===== src/hw/rtl/bdad_pkg.sv =====
// Shared types, constants and codes of the button debounce and action decoder.
// Used by the front, queue, back and top-level modules; depends on nothing.
package bdad_pkg;

    localparam int BUTTON_COUNT_DEF = 4;
    localparam int TIME_BITS_DEF    = 32;
    localparam int QUEUE_DEPTH      = 2;

    localparam int MASK_W      = 4;
    localparam int FIRED_W     = 8;
    localparam int LEN_W       = 10;
    localparam int BRIGHT_W    = 2;
    localparam int WINDOW_W    = 16;
    localparam int CFG_INDEX_W = 2;
    localparam int CFG_DATA_W  = 16;

    localparam logic [LEN_W-1:0]    LEN_MAX             = 10'd1023;
    localparam logic [WINDOW_W-1:0] WINDOW_RESET        = 16'd200;
    localparam logic [LEN_W-1:0]    LONG_PRESET_RESET   = 10'd10;
    localparam logic [LEN_W-1:0]    SHORT_PRESET_RESET  = 10'd5;
    localparam logic [BRIGHT_W-1:0] BRIGHT_TOP_RESET    = 2'd2;

    // Button roles by bit position
    localparam int BTN_LONG   = 0;
    localparam int BTN_SHORT  = 1;
    localparam int BTN_INC    = 2;
    localparam int BTN_BRIGHT = 3;

    // Configuration register indexes
    localparam logic [CFG_INDEX_W-1:0] CFG_DEBOUNCE_WINDOW = 2'd0;
    localparam logic [CFG_INDEX_W-1:0] CFG_LONG_PRESET     = 2'd1;
    localparam logic [CFG_INDEX_W-1:0] CFG_SHORT_PRESET    = 2'd2;
    localparam logic [CFG_INDEX_W-1:0] CFG_BRIGHTNESS_TOP  = 2'd3;

    typedef enum logic [2:0] {
        ACT_NONE,
        ACT_MULTI,
        ACT_LONG,
        ACT_SHORT,
        ACT_INC,
        ACT_BRIGHT
    } t_action;

    typedef struct packed {
        logic [WINDOW_W-1:0] debounce_window;
        logic [LEN_W-1:0]    long_preset;
        logic [LEN_W-1:0]    short_preset;
        logic [BRIGHT_W-1:0] brightness_top;
    } t_cfg;

    typedef struct packed {
        logic [MASK_W-1:0]   pressed;
        t_action             action;
        logic [LEN_W-1:0]    len;
        logic [BRIGHT_W-1:0] bright;
        logic                running;
    } t_item;

    typedef struct packed {
        logic full;
        logic empty;
    } t_queue_status;

endpackage


===== src/hw/rtl/bdad_front.sv =====
// Front end: accepts button samples, runs edge detection and lockout per button,
// and classifies each sample into an action record. Depends on bdad_pkg.
module bdad_front #(
    parameter int BUTTON_COUNT = bdad_pkg::BUTTON_COUNT_DEF,
    parameter int TIME_BITS    = bdad_pkg::TIME_BITS_DEF
) (
    input  logic                            i_clk,
    input  logic                            i_rst_n,
    input  logic                            i_in_valid,
    output logic                            o_in_stall,
    input  logic [BUTTON_COUNT-1:0]         i_button_levels,
    input  logic [TIME_BITS-1:0]            i_now_ms,
    input  logic [bdad_pkg::LEN_W-1:0]      i_timer_length_in,
    input  logic [bdad_pkg::BRIGHT_W-1:0]   i_brightness_in,
    input  logic                            i_timer_running,
    input  logic [bdad_pkg::WINDOW_W-1:0]   i_debounce_window,
    input  bdad_pkg::t_queue_status         i_queue_status,
    output logic                            o_push,
    output bdad_pkg::t_item                 o_item
);

    logic [BUTTON_COUNT-1:0] r_prev_levels;
    logic [BUTTON_COUNT-1:0] n_prev_levels;
    logic [TIME_BITS-1:0]    r_last_time [BUTTON_COUNT];
    logic [TIME_BITS-1:0]    n_last_time [BUTTON_COUNT];
    logic [TIME_BITS-1:0]    elapsed     [BUTTON_COUNT];
    logic [BUTTON_COUNT-1:0] fired;
    logic [bdad_pkg::FIRED_W-1:0] fired_ext;
    logic                    multi;

    assign o_in_stall = i_queue_status.full;
    assign o_push     = i_in_valid && !i_queue_status.full;

    always_comb begin
        fired         = '0;
        n_prev_levels = i_button_levels;
        for (int i = 0; i < BUTTON_COUNT; i++) begin
            n_last_time[i] = r_last_time[i];
            elapsed[i]     = i_now_ms - r_last_time[i];
            if (!i_button_levels[i] && r_prev_levels[i]) begin
                if (elapsed[i] >= TIME_BITS'(i_debounce_window)) begin
                    fired[i]       = 1'b1;
                    n_last_time[i] = i_now_ms;
                end
            end
        end
    end

    always_comb begin
        fired_ext                   = '0;
        fired_ext[BUTTON_COUNT-1:0] = fired;
        multi                       = |(fired_ext & (fired_ext - 1'b1));
    end

    always_comb begin
        o_item.pressed = fired_ext[bdad_pkg::MASK_W-1:0];
        o_item.len     = i_timer_length_in;
        o_item.bright  = i_brightness_in;
        o_item.running = i_timer_running;
        if (multi) begin
            o_item.action = bdad_pkg::ACT_MULTI;
        end else if (fired_ext[bdad_pkg::BTN_LONG]) begin
            o_item.action = bdad_pkg::ACT_LONG;
        end else if (fired_ext[bdad_pkg::BTN_SHORT]) begin
            o_item.action = bdad_pkg::ACT_SHORT;
        end else if (fired_ext[bdad_pkg::BTN_INC]) begin
            o_item.action = bdad_pkg::ACT_INC;
        end else if (fired_ext[bdad_pkg::BTN_BRIGHT]) begin
            o_item.action = bdad_pkg::ACT_BRIGHT;
        end else begin
            o_item.action = bdad_pkg::ACT_NONE;
        end
    end

    always_ff @(posedge i_clk) begin
        if (!i_rst_n) begin
            r_prev_levels <= '1;
            for (int i = 0; i < BUTTON_COUNT; i++) begin
                r_last_time[i] <= '0;
            end
        end else if (o_push) begin
            r_prev_levels <= n_prev_levels;
            for (int i = 0; i < BUTTON_COUNT; i++) begin
                r_last_time[i] <= n_last_time[i];
            end
        end
    end

    a_lockout_stamp: assert property (@(posedge i_clk) disable iff (!i_rst_n)
        (o_push && fired[0]) |=> (r_last_time[0] == $past(i_now_ms)))
        else $error("fired button did not record its press time");

    a_multi_flag: assert property (@(posedge i_clk) disable iff (!i_rst_n)
        (o_push && ($countones(fired) > 1)) |-> (o_item.action == bdad_pkg::ACT_MULTI))
        else $error("several fired buttons not flagged as multi-press");

    a_idle_state: assert property (@(posedge i_clk) disable iff (!i_rst_n)
        !o_push |=> $stable(r_prev_levels))
        else $error("level history moved without an accepted sample");

endmodule


===== src/hw/rtl/bdad_queue.sv =====
// Short register queue between the front and back ends of the decoder.
// Generic over entry width and depth; depends on bdad_pkg for the status type.
module bdad_queue #(
    parameter int WIDTH = 1,
    parameter int DEPTH = bdad_pkg::QUEUE_DEPTH
) (
    input  logic                    i_clk,
    input  logic                    i_rst_n,
    input  logic                    i_push,
    input  logic [WIDTH-1:0]        i_wr_data,
    input  logic                    i_pop,
    output logic [WIDTH-1:0]        o_rd_data,
    output bdad_pkg::t_queue_status o_status
);

    localparam int PTR_W = (DEPTH > 1) ? $clog2(DEPTH) : 1;
    localparam int CNT_W = $clog2(DEPTH + 1);

    logic [WIDTH-1:0] r_mem [DEPTH];
    logic [PTR_W-1:0] r_wr_ptr;
    logic [PTR_W-1:0] r_rd_ptr;
    logic [CNT_W-1:0] r_count;
    logic [PTR_W-1:0] n_wr_ptr;
    logic [PTR_W-1:0] n_rd_ptr;
    logic [CNT_W-1:0] n_count;
    logic             do_push;
    logic             do_pop;

    assign o_status.full  = (r_count == CNT_W'(DEPTH));
    assign o_status.empty = (r_count == '0);
    assign do_push        = i_push && !o_status.full;
    assign do_pop         = i_pop && !o_status.empty;
    assign o_rd_data      = r_mem[r_rd_ptr];

    always_comb begin
        n_wr_ptr = r_wr_ptr;
        n_rd_ptr = r_rd_ptr;
        n_count  = r_count;
        if (do_push) begin
            n_wr_ptr = (r_wr_ptr == PTR_W'(DEPTH - 1)) ? '0 : r_wr_ptr + 1'b1;
        end
        if (do_pop) begin
            n_rd_ptr = (r_rd_ptr == PTR_W'(DEPTH - 1)) ? '0 : r_rd_ptr + 1'b1;
        end
        if (do_push && !do_pop) begin
            n_count = r_count + 1'b1;
        end else if (do_pop && !do_push) begin
            n_count = r_count - 1'b1;
        end
    end

    always_ff @(posedge i_clk) begin
        if (!i_rst_n) begin
            r_wr_ptr <= '0;
            r_rd_ptr <= '0;
            r_count  <= '0;
        end else begin
            r_wr_ptr <= n_wr_ptr;
            r_rd_ptr <= n_rd_ptr;
            r_count  <= n_count;
        end
    end

    always_ff @(posedge i_clk) begin
        if (do_push) begin
            r_mem[r_wr_ptr] <= i_wr_data;
        end
    end

    a_count_bound: assert property (@(posedge i_clk) disable iff (!i_rst_n)
        r_count <= CNT_W'(DEPTH))
        else $error("queue count beyond depth");

    a_ptr_gap: assert property (@(posedge i_clk) disable iff (!i_rst_n)
        (o_status.empty || o_status.full) |-> (r_wr_ptr == r_rd_ptr))
        else $error("queue pointers disagree with count");

    a_push_grows: assert property (@(posedge i_clk) disable iff (!i_rst_n)
        (do_push && !do_pop) |=> !o_status.empty)
        else $error("queue empty after a lone push");

endmodule


===== src/hw/rtl/bdad_back.sv =====
// Back end: applies the classified action of each queued sample and holds the
// result in an output register. Depends on bdad_pkg.
module bdad_back (
    input  logic                          i_clk,
    input  logic                          i_rst_n,
    input  bdad_pkg::t_cfg                i_cfg,
    input  bdad_pkg::t_item               i_item,
    input  bdad_pkg::t_queue_status       i_queue_status,
    output logic                          o_pop,
    output logic                          o_out_valid,
    input  logic                          i_out_stall,
    output logic [bdad_pkg::MASK_W-1:0]   o_pressed_mask,
    output logic                          o_multi_press,
    output logic [bdad_pkg::LEN_W-1:0]    o_timer_length_out,
    output logic [bdad_pkg::BRIGHT_W-1:0] o_brightness_out,
    output logic                          o_brightness_changed
);

    logic                          r_valid;
    logic [bdad_pkg::MASK_W-1:0]   r_pressed;
    logic                          r_multi;
    logic [bdad_pkg::LEN_W-1:0]    r_len;
    logic [bdad_pkg::BRIGHT_W-1:0] r_bright;
    logic                          r_changed;
    logic                          n_multi;
    logic [bdad_pkg::LEN_W-1:0]    n_len;
    logic [bdad_pkg::BRIGHT_W-1:0] n_bright;
    logic                          n_changed;

    // Take the next entry whenever the output register is free or draining
    assign o_pop = !i_queue_status.empty && (!r_valid || !i_out_stall);

    always_comb begin
        n_multi   = 1'b0;
        n_len     = i_item.len;
        n_bright  = i_item.bright;
        n_changed = 1'b0;
        unique case (i_item.action)
            bdad_pkg::ACT_NONE: begin
            end
            bdad_pkg::ACT_MULTI: begin
                n_multi = 1'b1;
            end
            bdad_pkg::ACT_LONG: begin
                if (!i_item.running) n_len = i_cfg.long_preset;
            end
            bdad_pkg::ACT_SHORT: begin
                if (!i_item.running) n_len = i_cfg.short_preset;
            end
            bdad_pkg::ACT_INC: begin
                if (i_item.len != bdad_pkg::LEN_MAX) n_len = i_item.len + 1'b1;
            end
            bdad_pkg::ACT_BRIGHT: begin
                n_bright  = (i_item.bright >= i_cfg.brightness_top) ? '0
                                                                    : i_item.bright + 1'b1;
                n_changed = 1'b1;
            end
            default: begin
            end
        endcase
    end

    always_ff @(posedge i_clk) begin
        if (!i_rst_n) begin
            r_valid <= 1'b0;
        end else if (o_pop) begin
            r_valid <= 1'b1;
        end else if (!i_out_stall) begin
            r_valid <= 1'b0;
        end
    end

    always_ff @(posedge i_clk) begin
        if (o_pop) begin
            r_pressed <= i_item.pressed;
            r_multi   <= n_multi;
            r_len     <= n_len;
            r_bright  <= n_bright;
            r_changed <= n_changed;
        end
    end

    assign o_out_valid          = r_valid;
    assign o_pressed_mask       = r_pressed;
    assign o_multi_press        = r_multi;
    assign o_timer_length_out   = r_len;
    assign o_brightness_out     = r_bright;
    assign o_brightness_changed = r_changed;

    a_changed_single: assert property (@(posedge i_clk) disable iff (!i_rst_n)
        (r_valid && r_changed) |-> (!r_multi && r_pressed[bdad_pkg::BTN_BRIGHT]
                                    && ($countones(r_pressed) == 1)))
        else $error("brightness strobe without a lone button-four press");

    a_multi_passes: assert property (@(posedge i_clk) disable iff (!i_rst_n)
        (r_valid && r_multi) |-> !r_changed)
        else $error("multi-press took an action");

    a_pop_fills: assert property (@(posedge i_clk) disable iff (!i_rst_n)
        o_pop |=> r_valid)
        else $error("popped entry did not reach the output register");

endmodule


===== src/hw/rtl/button_debounce_action_decoder.sv =====
// An accepted sample is written into the queue; from there it is loaded into the
// output register once that register is free or draining, and the output register
// holds the result beat, also a stalled one, until the receiver takes it.
// Throughput: one sample per cycle unless the queue is full; the two-entry queue
// lets the front keep accepting while the back holds a stalled result.
// Reset (synchronous, active low): all buttons released, press times zero,
// queue empty, output invalid, configuration registers at their defaults.
module button_debounce_action_decoder #(
    parameter int BUTTON_COUNT = bdad_pkg::BUTTON_COUNT_DEF,
    parameter int TIME_BITS    = bdad_pkg::TIME_BITS_DEF
) (
    input  logic                               i_clk,
    input  logic                               i_rst_n,
    // Sample channel
    input  logic                               i_in_valid,
    output logic                               o_in_stall,
    input  logic [BUTTON_COUNT-1:0]            i_button_levels,
    input  logic [TIME_BITS-1:0]               i_now_ms,
    input  logic [bdad_pkg::LEN_W-1:0]         i_timer_length_in,
    input  logic [bdad_pkg::BRIGHT_W-1:0]      i_brightness_in,
    input  logic                               i_timer_running,
    // Result channel
    output logic                               o_out_valid,
    input  logic                               i_out_stall,
    output logic [bdad_pkg::MASK_W-1:0]        o_pressed_mask,
    output logic                               o_multi_press,
    output logic [bdad_pkg::LEN_W-1:0]         o_timer_length_out,
    output logic [bdad_pkg::BRIGHT_W-1:0]      o_brightness_out,
    output logic                               o_brightness_changed,
    // Configuration write channel
    input  logic                               i_cfg_valid,
    output logic                               o_cfg_ready,
    input  logic [bdad_pkg::CFG_INDEX_W-1:0]   i_cfg_index,
    input  logic [bdad_pkg::CFG_DATA_W-1:0]    i_cfg_data
);

    localparam int ITEM_W = $bits(bdad_pkg::t_item);

    bdad_pkg::t_cfg          r_cfg;
    bdad_pkg::t_item         front_item;
    bdad_pkg::t_item         queue_item;
    bdad_pkg::t_queue_status queue_status;
    logic                    push;
    logic                    pop;
    logic [ITEM_W-1:0]       queue_rd_data;

    // Configuration registers: always ready, one register per write beat
    assign o_cfg_ready = 1'b1;

    always_ff @(posedge i_clk) begin
        if (!i_rst_n) begin
            r_cfg.debounce_window <= bdad_pkg::WINDOW_RESET;
            r_cfg.long_preset     <= bdad_pkg::LONG_PRESET_RESET;
            r_cfg.short_preset    <= bdad_pkg::SHORT_PRESET_RESET;
            r_cfg.brightness_top  <= bdad_pkg::BRIGHT_TOP_RESET;
        end else if (i_cfg_valid && o_cfg_ready) begin
            case (i_cfg_index)
                bdad_pkg::CFG_DEBOUNCE_WINDOW: begin
                    r_cfg.debounce_window <= i_cfg_data[bdad_pkg::WINDOW_W-1:0];
                end
                bdad_pkg::CFG_LONG_PRESET: begin
                    r_cfg.long_preset <= i_cfg_data[bdad_pkg::LEN_W-1:0];
                end
                bdad_pkg::CFG_SHORT_PRESET: begin
                    r_cfg.short_preset <= i_cfg_data[bdad_pkg::LEN_W-1:0];
                end
                bdad_pkg::CFG_BRIGHTNESS_TOP: begin
                    r_cfg.brightness_top <= i_cfg_data[bdad_pkg::BRIGHT_W-1:0];
                end
                default: begin
                end
            endcase
        end
    end

    // Front: edge detect, lockout against the debounce window, classify
    bdad_front #(
        .BUTTON_COUNT (BUTTON_COUNT),
        .TIME_BITS    (TIME_BITS)
    ) u_front (
        .i_clk             (i_clk),
        .i_rst_n           (i_rst_n),
        .i_in_valid        (i_in_valid),
        .o_in_stall        (o_in_stall),
        .i_button_levels   (i_button_levels),
        .i_now_ms          (i_now_ms),
        .i_timer_length_in (i_timer_length_in),
        .i_brightness_in   (i_brightness_in),
        .i_timer_running   (i_timer_running),
        .i_debounce_window (r_cfg.debounce_window),
        .i_queue_status    (queue_status),
        .o_push            (push),
        .o_item            (front_item)
    );

    // Queue: decouple front acceptance from back-end stalls
    bdad_queue #(
        .WIDTH (ITEM_W),
        .DEPTH (bdad_pkg::QUEUE_DEPTH)
    ) u_queue (
        .i_clk     (i_clk),
        .i_rst_n   (i_rst_n),
        .i_push    (push),
        .i_wr_data (front_item),
        .i_pop     (pop),
        .o_rd_data (queue_rd_data),
        .o_status  (queue_status)
    );

    assign queue_item = bdad_pkg::t_item'(queue_rd_data);

    // Back: apply the action and hold the result beat
    bdad_back u_back (
        .i_clk                (i_clk),
        .i_rst_n              (i_rst_n),
        .i_cfg                (r_cfg),
        .i_item               (queue_item),
        .i_queue_status       (queue_status),
        .o_pop                (pop),
        .o_out_valid          (o_out_valid),
        .i_out_stall          (i_out_stall),
        .o_pressed_mask       (o_pressed_mask),
        .o_multi_press        (o_multi_press),
        .o_timer_length_out   (o_timer_length_out),
        .o_brightness_out     (o_brightness_out),
        .o_brightness_changed (o_brightness_changed)
    );

endmodule


===== config.mk =====
export PLATFORM = sky130hd
export DESIGN_NAME = button_debounce_action_decoder
export DESIGN_NICKNAME = d
export VERILOG_FILES = /design/src/hw/rtl/bdad_pkg.sv /design/src/hw/rtl/bdad_front.sv /design/src/hw/rtl/bdad_queue.sv /design/src/hw/rtl/bdad_back.sv /design/src/hw/rtl/button_debounce_action_decoder.sv
export SDC_FILE = /design/constraint.sdc
export NUM_CORES = 1
export LEC_CHECK = 0
export ABC_AREA = 1
export CORE_MARGIN = 2
export CORE_UTILIZATION = 64
export DETAILED_ROUTE_END_ITERATION = 8
export DONT_BUFFER_PORTS = 1
export GPL_TIMING_DRIVEN = 0
export HOLD_SLACK_MARGIN = 0.03
export PLACE_DENSITY = 0.91
export SYNTH_ARGS = -nofsm -noshare
export SYNTH_HDL_FRONTEND = slang
export SYNTH_SLANG_ARGS = --single-unit

===== constraint.sdc =====
create_clock -name i_clk -period 19.49 [get_ports i_clk]
set_clock_uncertainty 0.1 [all_clocks]
set_input_delay 3.898 -clock i_clk [delete_from_list [all_inputs] [get_ports i_clk]]
set_output_delay 3.898 -clock i_clk [all_outputs]
set_load 0.02 [all_outputs]

[Yosys cells after proc, flatten, opt, wreduce, memory -nomap -nowiden]
Memory sizes are Yosys's and may differ from the RTL's. A register that Yosys moved wholly into a read port is not among the register bits.
Index checks and enable logic that the tools add are counted.
Storage, ports and cells
  register bits after elaboration: 65
  bits in latches: 0
  bits in writable memories: 168
  bits in read-only memories: 0
  word-level logic and storage cells: 124
  memories: 2
Memory list
  u_front.r_last_time: words 4, width 32, rd ports 4, clocked after Yosys merged registers in 0, wr ports 4, line bdad_front.sv:24  | logic [TIME_BITS-1:0] r_last_time [BUTTON_COUNT];
  u_queue.r_mem: words 2, width 20, rd ports 1, clocked after Yosys merged registers in 1, wr ports 1, line bdad_queue.sv:19  | logic [WIDTH-1:0] r_mem [DEPTH];
Operators by class
  add/subtract/negate cells: 11
  multipliers: 0
  div/mod/pow operators: 0
  order comparisons: 5
  equal/unequal tests: 11
  shifts and indexed selects: 0
  mux-type cells: 47
  bitwise gates (word level): 5
  reductions and logical operators: 29
Operators with widths (count)
  $mux W32: 12
  $ge A32 B16 Y1: 4
  $sub A32 B32 Y32: 4
  $mux W10: 3
  $pmux W10 S3: 1
  $mux W1: 22
  $mux W3: 5
  $add A10 B1 Y10 const B: 1
  $logic_and A1 B1 Y1: 10
  $logic_not A1 Y1: 10
  $ne A10 B10 Y1 const B: 1
  $and A4 B8 Y8: 1
  $mux W2: 4
  $reduce_and A2 Y1: 4
  $reduce_or A8 Y1: 1
  $eq A2 B2 Y1 const B: 3
  $eq A3 B2 Y1 const B: 2
  $eq A3 B3 Y1 const B: 2
  $sub A4 B1 Y5 const B: 1
  $add A2 B1 Y2 const B: 2
  $logic_not A2 Y1: 2
  $or A1 B1 Y1: 4
  $eq A3 B1 Y1 const B: 1
  $add A1 B1 Y1 const B: 2
  6 further kinds: 6

[Logic depth before layout (Yosys ltp)]
Gate-level depths: netlist of the first run.
An unclocked memory read counts as a cell.
  depth after elaboration: 10
  gate-level depth with buffers: 27
  gate-level depth less buffers: 27

[Hierarchy]
A second synthesis of the first run with hierarchy kept.
Second synthesis, totals
  cells, all modules: 3275
  area total of the unflattened synthesis: 21116.5 µm²
By module, submodules not included
  bdad_front: times used 1, cells an instance 2750, area each 16459.5 µm², seq. area each 3923.8 µm²
  bdad_queue: times used 1, cells an instance 100, area each 1689.1 µm², seq. area each 1301.2 µm²
  button_debounce_action_decoder: times used 1, cells an instance 237, area each 1605.3 µm², seq. area each 760.7 µm²
  bdad_back: times used 1, cells an instance 188, area each 1362.6 µm², seq. area each 560.5 µm²

[Least setup slack after synthesis of the first run]
Ideal clock, no wire load.
  path type: input to register
  start point: input port i_now_ms[0]
  end point: memory u_front.r_last_time[3][0] (netlist bit), enable pin
  arrival: 8.352 ns
  required time: 18.924 ns
  setup slack: 10.572 ns
  stages on the path: 24
  buffers on the path: 0
  cell sequence: inv_1 > ha_1 > inv_1 > fa_1 > nand2_1 > nand2_1 > nand3_1 > nand2_1 > nand2_1 > nand2_1 > xor2_1 > ha_1 > nand2_1 > a21oi_1 > a211oi_1 > nand2_1 > nor2_1 > nand2_1 > nor2_1 > nand2_1 > nor2_1 > nand2_1 > nand2_1 > o21ai_0
RTL lines
  from (decl): line button_debounce_action_decoder.sv:18  | input logic [TIME_BITS-1:0] i_now_ms,
  to (decl): line bdad_front.sv:24

==> impl_metrics.toml, run 1 <==
[outcome]
outcome = "completed"

[clock_network]
postCtsSetupBuffers = 0
ctsHoldBuffers = 0
cts_root_buf = "clkbuf_16"
cts.sinks = 234
cts_buffers = 26
cts.repair.resized = 0
cts_tree = "done"
cts.htree.levels = 1
cts_buffer_depth = 3
clk_pin_slew_worst_paths_ns = 0.06
clk_latency_ns = 0.56

[critical_path]
start_kind = "input pin"
worst_r2r_path_depth = 23
critPathKind = "input pin to register"
cp_data_arrival_time_ns = 8.14
required_ns = 19.57
critPathCaptureType = "register"
cp_max_fo = 32

[synth]
synth_cell_types = 49
yosysSeqAreaShare_pct = 31.7
synth_nets = 3440
synth_async_sr_flop_share_pct = 0
ys_ff_latch = 234
synth.avg_cell_area_um2 = 6.50
synthesis.area_um2 = 20600
synth_edf_count = 186
synth_cells = 3172
ys_warn_count = 0
synth-main-ff-cell = "edfxtp_1"

[layout]
num-nets-final = 3473
layout_commonest_cell = "nand2_1"
mostFrequentLayoutCells = "nand2_1 (1108), inv_1 (706), nor2_1 (326)"
area_delta_synth_final_pct = 7.05
n_antenna_cell = 0
layout-drive-gt1-share_pct = 3.50
fillers = 2690
final_core_util_pct = 69.8

[flow_run]
maxCapViolCount = 0

[timing]
slew_headroom_pct = 11.5
rsz0062_at_grt = "no"
setup-violations-final = 0
tightest_slew_ns = 1.32
finalCriticalPeriod_ns = 8.06
tns_ns = 0
hold_violations = 0
slew_violations = 0
fin_crit_sh_pct = 41.4
holdWs_ns = 0.368
fmax_mhz = 124

[detailed_routing]
route.detailed.drc = 0
met1_length_mm = 24.2
ant_nets = 0
routed_wirelength_mm = 61.2
wl_met2_mm = 27.6
wl_per_cell_um = 16.9
drt_iter0_drc = 1862
routed-wl-met3_mm = 5.67
route.vias.total = 19900
dr.pass1.iters = 6
via_per_inst = 5.49
dr.max_layer_used = "met5"

[power_and_ir_drop]
powerDensity_nw_per_um2 = 97.5
leakage_uw = 0.0122
peakVddDrop_mv = 0.0932

[floorplanning]
coreArea_um2 = 31600
initial_utilization_pct = 65.2
die_h_um = 183
die_area_um2 = 33700
placementRows = 65
die_w_um = 183
io_pins = 93

[grt]
antenna_found_initial = 1
grt_overflow = 0
track_usage_pct = 36.6
grt_pass1_vias = 18800
grt_pass1_wl_mm = 95.9
grt_max_degree = 33

[placement]
io_buffers = 0
dp_hpwl_mm = 50.6
finalWeightedCongestion = 1.05

[min_path]
hp-class = "register to register"
whs_path_depth = 2
worst paths after layout:
kind / startpoint / endpoint / slack (ns)
min reg2reg: u_front.r_prev_levels[3] / u_front.r_prev_levels[3] / 0.37
max reg2reg: u_front.r_last_time[0][0] / u_front.r_last_time[0][11] / 14.70
min: u_front.r_prev_levels[3] / u_front.r_prev_levels[3] / 0.37
max: i_now_ms[0] / u_front.r_last_time[0][11] / 11.43
worst max-delay path, cell delays in order:
cell,delay (ns)
inv_1,0.21
ha_1,0.20
inv_1,0.09
fa_1,0.46
nand3_1,0.10
nand3_1,0.16
nand2_1,0.10
nand2_1,0.08
nand2_1,0.07
nand2_1,0.20
xor2_1,0.22
ha_1,0.30
nand2_1,0.09
nor2_1,0.06
a211oi_1,0.23
nand2_1,0.09
nor2_1,0.09
nand2_1,0.06
nor2_1,0.08
nand2_1,0.05
nor2_1,0.45
a21oi_2,0.22
a21oi_1,0.27
inv_2,0.35
power breakdown:
group | internal, µW | switching [µW]
clock | 261 | 203
combinational | 326 | 663
sequential | 647 | 54.1
per-layer routing:
metal  global-route usage [%]  vias to the layer above
met2                     61.5                      983
met1                     45.2                     8888
met3                     5.88                      215
met5                        0                        -
met4                     19.6                        2
li1                         -                     9822
layout make-up:
class / count / area, µm² / share of cell area, %
Inverter: 715 / 2680 / 12.2
Buffer: 20 / 87.6 / 0.397
Clock buffer: 33 / 677 / 3.07
Clock inverter: 14 / 123 / 0.556
Timing Repair Buffer: 5 / 113 / 0.510
Multi-Input combinational cell: 2203 / 11300 / 51.4
Tap cell: 402 / 503 / 2.28
Sequential cell: 234 / 6550 / 29.7
per-stage QoR:
step | std cells | area, µm² | setup slack [ns] | power [µW]
final | 3626 | 22100 | 11.43 | 2150
after global routing | 3626 | 22100 | 11.08 | 2300
after global placement | 3574 | 21100 | 8.58 | 1620
after floorplan | 3172 | 20600 | 10.57 | 1410
after detailed placement | 3579 | 21300 | 10.55 | 1660
after CTS | 3626 | 22100 | 11.06 | 2130
registers in the layout, summed over array words and instances (netlist names), named ones only:
register	cells
u_front.r_prev_levels	4
u_front.r_last_time	128
u_queue.r_wr_ptr	1
u_queue.r_count	2
u_back.o_out_valid	1
r_cfg	38
u_back.o_pressed_mask	4
u_back.o_brightness_changed	1
u_back.o_brightness_out	2
u_back.o_timer_length_out	10
u_queue.r_mem	40
u_queue.r_rd_ptr	1
u_back.o_multi_press	1
cell usage after synthesis, types with 7 or more instances:
cell / number / area share, %
or2_2: 9 / 0.27
nand2_1: 1108 / 20
nand4_1: 23 / 0.70
a21oi_1: 122 / 3.0
dfxtp_1: 48 / 4.7
ha_1: 192 / 12
and2_1: 7 / 0.21
inv_1: 707 / 13
nor3_1: 30 / 0.73
nor2_2: 13 / 0.39
clkbuf_1: 14 / 0.25
xor2_1: 60 / 2.5
nor2_1: 328 / 6.0
o21ai_0: 61 / 1.5
nand3b_1: 12 / 0.44
xnor2_1: 9 / 0.38
edfxtp_1: 186 / 27
nand3_1: 139 / 3.4
nand2_2: 20 / 0.61
logic make-up after synthesis:
family	after synthesis	synth area share, %
AOI/OAI and AO/OA	224	5.95
xor gates and xnor gates	69	2.93
adders and majority gates	196	12.0
buffers and inverters	735	13.4
DFF	234	31.7
muxes	2	0.0971
other	1	0.0182
and+or+nand+nor	1711	33.8
No activity file was read; power rests on OpenSTA's default activity.
==> run 2, diff against run 1 <==
- ABC_AREA: 1 -> 0
- CORE_UTILIZATION: 64 -> 59
- PLACE_DENSITY: 0.91 -> 0.89
- clock period: 19.49 -> 6.76 ns (I/O delays scaled with it)
==> run 2 against run 1 <==
First-iteration DRC count shrank 27%. Sequential cell count unchanged. Via count fell by 20%. Combinational power up 140%. Final area fell by 9.9%. Setup slack got worse by 11 ns. Sequential power grew to 2.8 times the previous value. Highest routed layer is now met4. Non-clock buffer count increased by 57. Synthesized cell count fell by 36%.
==> impl_metrics.toml, run 2 <==
[outcome]
outcome = "completed"

[detailed_routing]
routed_wirelength_mm = 52.6
route.detailed.drc = 0
wl_per_cell_um = 21.2
via_per_inst = 6.43
dr.pass1.iters = 6
ant_nets = 0
drt_iter0_drc = 1350
route.vias.total = 16000

[timing]
fmax_mhz = 153
finalCriticalPeriod_ns = 6.54
setup-violations-final = 0
rsz0062_at_grt = "no"
worst_slack_ns = 0.216
tightest_slew_ns = 1.13
hold_violations = 0
slew_headroom_pct = 24.8
slew_violations = 0
fin_crit_sh_pct = 96.8

[clock_network]
cts_root_buf = "clkbuf_16"
cts_tree = "done"
clk_latency_ns = 0.55
ctsHoldBuffers = 0
clk_pin_slew_worst_paths_ns = 0.06
cts_buffers = 25
postCtsSetupBuffers = 0
cts.sinks = 234
cts.htree.levels = 1
cts_buffer_depth = 3

[layout]
top_regs = "u_front.r_last_time: 128 flops, u_queue.r_mem: 40 flops, r_cfg: 38 flops"
regArea_um2 = 6550
fin_area_um2 = 19900
n_antenna_cell = 0
mostFrequentLayoutCells = "ha_1 (192), nand2_1 (188), edfxtp_1 (186)"
regMostFlops = "u_front.r_last_time"
layout-drive-gt1-share_pct = 5.98
fillers = 2467
multi_input_comb_area_um2 = 11000
largest_register_ffs = 128
final_core_util_pct = 64.9
layout_commonest_cell = "ha_1"
area_delta_synth_final_pct = 7.86
num-nets-final = 2338

[power_and_ir_drop]
pwr-share-seq_pct = 34.6
leakage_uw = 0.00813
comb_power_share_pct = 41.2
peakVddDrop_mv = 0.192
pwr-share-clk_pct = 24.3
power.internal_uw = 3520
p_switching_uw = 2210
powerDensity_nw_per_um2 = 289
sw_frac_of_total_pct = 38.6

[critical_path]
path_cells = "inv_1, ha_1, inv_1, fa_1, a21oi_2, o2bb2ai_1, or2_2, a21o_1, a21oi_1, o21bai_1, a21oi_1, xnor2_1, ha_1, nand3_1, nor2_1, a221o_1, or3_1, a211o_1, a2111oi_4, nand4_1, a2111oi_4, nor3b_2, nand2_2, nand2_8"
reg2reg_slack_ns = 0.85
critPathKind = "input pin to register"
worst_r2r_path_depth = 22
cpPeakStageDelay_ns = 0.41
start_kind = "input pin"
cp_max_fo = 32
critPathCaptureType = "register"
timing.rr.end = "u_front.r_last_time[1][13]"
required_ns = 6.86
cp_data_arrival_time_ns = 6.64
slowest_stage = "fa_1"
reg2reg_from = "u_front.r_last_time[1][4]"

[floorplanning]
coreArea_um2 = 30700
die_h_um = 181
placementRows = 64
die_w_um = 181
die_area_um2 = 32700
io_pins = 93
initial_utilization_pct = 60.1

[synth]
yosys.area.top_type = "edfxtp_1"
yosysSeqAreaShare_pct = 35.5
synth.avg_cell_area_um2 = 9.04
synth_top_area_share_pct = 30.3
synth_cell_types = 100
yosysMostFrequentCell = "ha_1"
synthesis.area_um2 = 18400
synth_async_sr_flop_share_pct = 0
ys_warn_count = 0
synth-main-ff-cell = "edfxtp_1"
synth_cells = 2040
synth_nets = 2308
yosys-top-cells-area = "edfxtp_1 (30%), ha_1 (13%), dfxtp_1 (5.2%)"
ys_ff_latch = 234
synthTopCellsByCount = "ha_1 (192), nand2_1 (191), edfxtp_1 (186), inv_1 (183), a21oi_1 (158)"
synth_edf_count = 186

[placement]
placed_cell_area_um2 = 19000
io_buffers = 0
dp_hpwl_mm = 41.4
dp_slack_ns = -1.23
finalWeightedCongestion = 0.956

[grt]
grt_max_degree = 33
antenna_found_initial = 0
gr-usage-met1_pct = 39.1
grtUsageMet3_pct = 3.63
grt_busiest_layer = "met2"
grt_overflow = 0
grt_pass1_vias = 15300
track_usage_pct = 31.1
grt_pass1_wl_mm = 81.8
grtUsageMet2_pct = 54.8

[min_path]
whs_path_depth = 2
hp-class = "register to register"
hold_path_end = "u_front.r_prev_levels[3]"
hold_path_startpoint = "u_front.r_prev_levels[3]"

[flow_run]
maxCapViolCount = 0
-- run 2: changes by cell type in the layout (fill, tap and decap cells not counted), sizes merged, moves of 42 or more --
cell / change
o21ai: +42
a21o: +48
inv: -525
and3: +73
nand3: -85
clkbuf: +53
nand2: -937
nor2: -239
xnor2: +44
-- run 2: area by class of cell --
class / instances / share of cell area (%)
clock inverters: 17 / 0.862
inverters: 185 / 3.49
clock buffers: 29 / 3.27
multi-input cells: 1542 / 55.1
flip-flops and latches: 234 / 32.9
well taps: 396 / 2.49
plain buffers: 79 / 1.61
repair buffers: 3 / 0.277
-- run 2: per-stage QoR --
step | hold WS [ns] | instances | power (µW) | TNS, ns
after global routing | 0.383 | 2485 | 6060 | 0
after global placement | 0.341 | 2436 | 4220 | -131.62
after floorplan | 0.330 | 2040 | 3720 | 0
final | 0.359 | 2485 | 5740 | 0
after CTS | 0.369 | 2485 | 5690 | 0
after detailed placement | 0.350 | 2439 | 4310 | -64.17
-- run 2: logic make-up after synthesis --
family                     count (synthesis)  synth area share, %
xor gates and xnor gates                  79                 3.85
muxes                                     58                 3.27
buffers and inverters                    264                 5.50
DFF                                      234                 35.5
other                                      1               0.0203
and+or+nand+nor                          634                 17.4
adders and majority gates                196                 13.5
AOI/OAI and AO/OA                        574                 21.0
-- run 2: power groups by stage --
stage	Sequential [µW]	Combinational, µW	Clock (µW)
after floorplan	1980	1740	0
after global placement	2010	2210	0
after detailed placement	2020	2290	0
after CTS	1990	2310	1400
after global routing	2000	2600	1450
final	1980	2360	1390
-- run 2: worst max-delay path: cells and delay by family --
family / cells / cell delay (ns)
simple gates: 8 / 1.62
fa+ha+maj: 3 / 0.89
buf+inv: 2 / 0.18
compound gates: 10 / 2.39
xor+xnor: 1 / 0.17
-- run 2: timing repair --
action                     in CTS  in global routing
gates resized for setup         2                  6
setup endpoints to repair      32                 38
pin swaps                       0                  2
-- run 2: how the worst max path moves through the flow --
stage                           start  depth (start not counted)                         to
after floorplan           i_now_ms[0]                         24  u_front.r_last_time[3][0]
after global routing      i_now_ms[0]                         24  u_front.r_last_time[3][4]
after global placement    i_now_ms[0]                         21  u_front.r_last_time[0][0]
after detailed placement  i_now_ms[0]                         23  u_front.r_last_time[3][0]
final                     i_now_ms[0]                         24  u_front.r_last_time[3][4]
after CTS                 i_now_ms[0]                         24  u_front.r_last_time[3][4]
-- run 2: metal layers --
metal	share of wire, %	up-vias
li1	-	7622
met1	41	7584
met2	49	649
met3	6.9	118
met4	3.8	0
met5	0	-
==> run 3, diff against run 2 <==
- RECOVER_POWER: default -> 100
==> run 3 against run 2 <==
Clock power hardly changed. Sequential power is essentially flat. Setup slack improved by 0.033 ns. Register-to-register slack lost 0.16 ns. Final area decreased by 0.18%. Combinational power is essentially flat. Critical path depth shrank 2. Largest power group unchanged. Final cell count unchanged.
==> impl_metrics.toml, run 3 (same netlist as run 2, synthesis figures left out) <==
[outcome]
outcome = "completed"

[power_and_ir_drop]
powerDensity_nw_per_um2 = 288
peakVddDrop_mv = 0.190
leakage_uw = 0.00811
total_power_uw = 5730

[clock_network]
cts_buffers = 25
clk_pin_slew_worst_paths_ns = 0.06
ctsHoldBuffers = 0
cts.htree.levels = 1
cts_root_buf = "clkbuf_16"
postCtsSetupBuffers = 0
cts_tree = "done"
clk_latency_ns = 0.56
cts.sinks = 234
cts_buffer_depth = 3

[timing]
slew_violations = 0
tns_ns = 0
finalCriticalPeriod_ns = 6.51
hold_violations = 0
rsz0062_at_grt = "no"
setup-violations-final = 0
slew_headroom_pct = 25.2
fmax_mhz = 154
fin_crit_sh_pct = 96.3
tightest_slew_ns = 1.12
worst_slack_ns = 0.249

[floorplanning]
coreArea_um2 = 30700
io_pins = 93
die_h_um = 181
initial_utilization_pct = 60.1
die_w_um = 181
die_area_um2 = 32700
placementRows = 64

[flow_run]
maxCapViolCount = 0

[grt]
grt_max_degree = 33
grt_pass1_wl_mm = 81.8
grt_pass1_vias = 15300
antenna_found_initial = 0
grt_overflow = 0
track_usage_pct = 31.1

[detailed_routing]
ant_nets = 0
route.vias.total = 16000
dr.pass1.iters = 5
drt_iter0_drc = 1333
wl_per_cell_um = 21.1
routed_wirelength_mm = 52.3
via_per_inst = 6.43
route.detailed.drc = 0

[layout]
layout-drive-gt1-share_pct = 5.79
n_antenna_cell = 0
fin_area_um2 = 19900
top_regs = "u_front.r_last_time: 128 flops, u_queue.r_mem: 40 flops, r_cfg: 38 flops"
area_delta_synth_final_pct = 7.66
largest_register_ffs = 128
num-nets-final = 2338
regMostFlops = "u_front.r_last_time"
final_core_util_pct = 64.7
layout_commonest_cell = "ha_1"
mostFrequentLayoutCells = "ha_1 (192), nand2_1 (188), edfxtp_1 (186)"
fillers = 2472

[critical_path]
cp_max_fo = 25
critPathCaptureType = "register"
start_kind = "input pin"
critPathKind = "input pin to register"
required_ns = 6.94
reg2reg_slack_ns = 0.69
cp_data_arrival_time_ns = 6.70

[placement]
finalWeightedCongestion = 0.956
io_buffers = 0
dp_slack_ns = -1.23
placed_cell_area_um2 = 19000
dp_hpwl_mm = 41.4

[min_path]
hp-class = "register to register"
==> run 3: cell count changes in the layout (fill, tap and decap cells not counted), moves of 2 or more <==
cell and delta:
and2_0 +2, clkbuf_1 +2, buf_12 -2, and2_1 -2
==> run 3: worst paths after layout <==
path | startpoint | endpoint | cells after the start
max reg2reg | u_front.r_last_time[2][1] | u_front.r_last_time[2][3] | 20
max | i_now_ms[0] | u_front.r_last_time[0][8] | 22
min | u_front.r_prev_levels[3] | u_front.r_prev_levels[3] | 2
min reg2reg | u_front.r_prev_levels[3] | u_front.r_prev_levels[3] | 2
==> run 3: routing by layer <==
metal | track usage [%] | wire, µm | vias up
li1 | - | - | 7620
met1 | 39.1 | 21100 | 7582
met2 | 54.8 | 25600 | 660
met3 | 3.63 | 3580 | 126
met4 | 11.5 | 2050 | 0
met5 | 0 | 0 | -
==> run 3: timing repair <==
action | CTS | global route
endpoints found under the setup margin | 32 | 38
pin swaps | 0 | 2
hold endpoints to repair | 0 | 0
gates resized for setup | 2 | 6
==> run 3: final cells by class <==
cell class	count	area, µm²	area share, %
Tap cell	396	495	2.50
Buffer	79	320	1.61
Inverter	185	694	3.50
Multi-Input combinational cell	1542	10900	55.1
Clock inverter	17	171	0.863
Timing Repair Buffer	3	30.0	0.151
Sequential cell	234	6550	33.0
Clock buffer	29	651	3.28
==> run 3: critical path, cell delays in order <==
cell	delay (ns)
inv_1	0.13
ha_1	0.20
inv_1	0.06
fa_1	0.43
a211oi_2	0.28
o21ai_1	0.13
a31oi_1	0.57
nor3_1	0.09
nor2_1	0.14
xnor2_1	0.14
ha_1	0.28
a21oi_1	0.15
nand2_1	0.11
a221o_1	0.29
or4_1	0.48
nor4_1	0.23
o2111ai_1	0.15
nor4bb_1	0.46
a41oi_1	0.21
and3b_2	0.38
o21ai_4	0.14
buf_8	0.25
==> run 3: report_power, final <==
part / total [µW] / leakage, µW / switching, µW / internal, µW
clock network: 1390 / 0.000407 / 614 / 780
registers: 1980 / 0.00229 / 145 / 1840
logic: 2350 / 0.00542 / 1450 / 898
total: 5730 / 0.00811 / 2210 / 3520
==> run 3: per-stage QoR <==
step | std cells | hold slack (ns)
6_report | 2485 | 0.360
5_1_grt | 2485 | 0.383
4_1_cts | 2485 | 0.369
3_5_place_dp | 2439 | 0.350
3_3_place_gp | 2436 | 0.341
2_1_floorplan | 2040 | 0.330
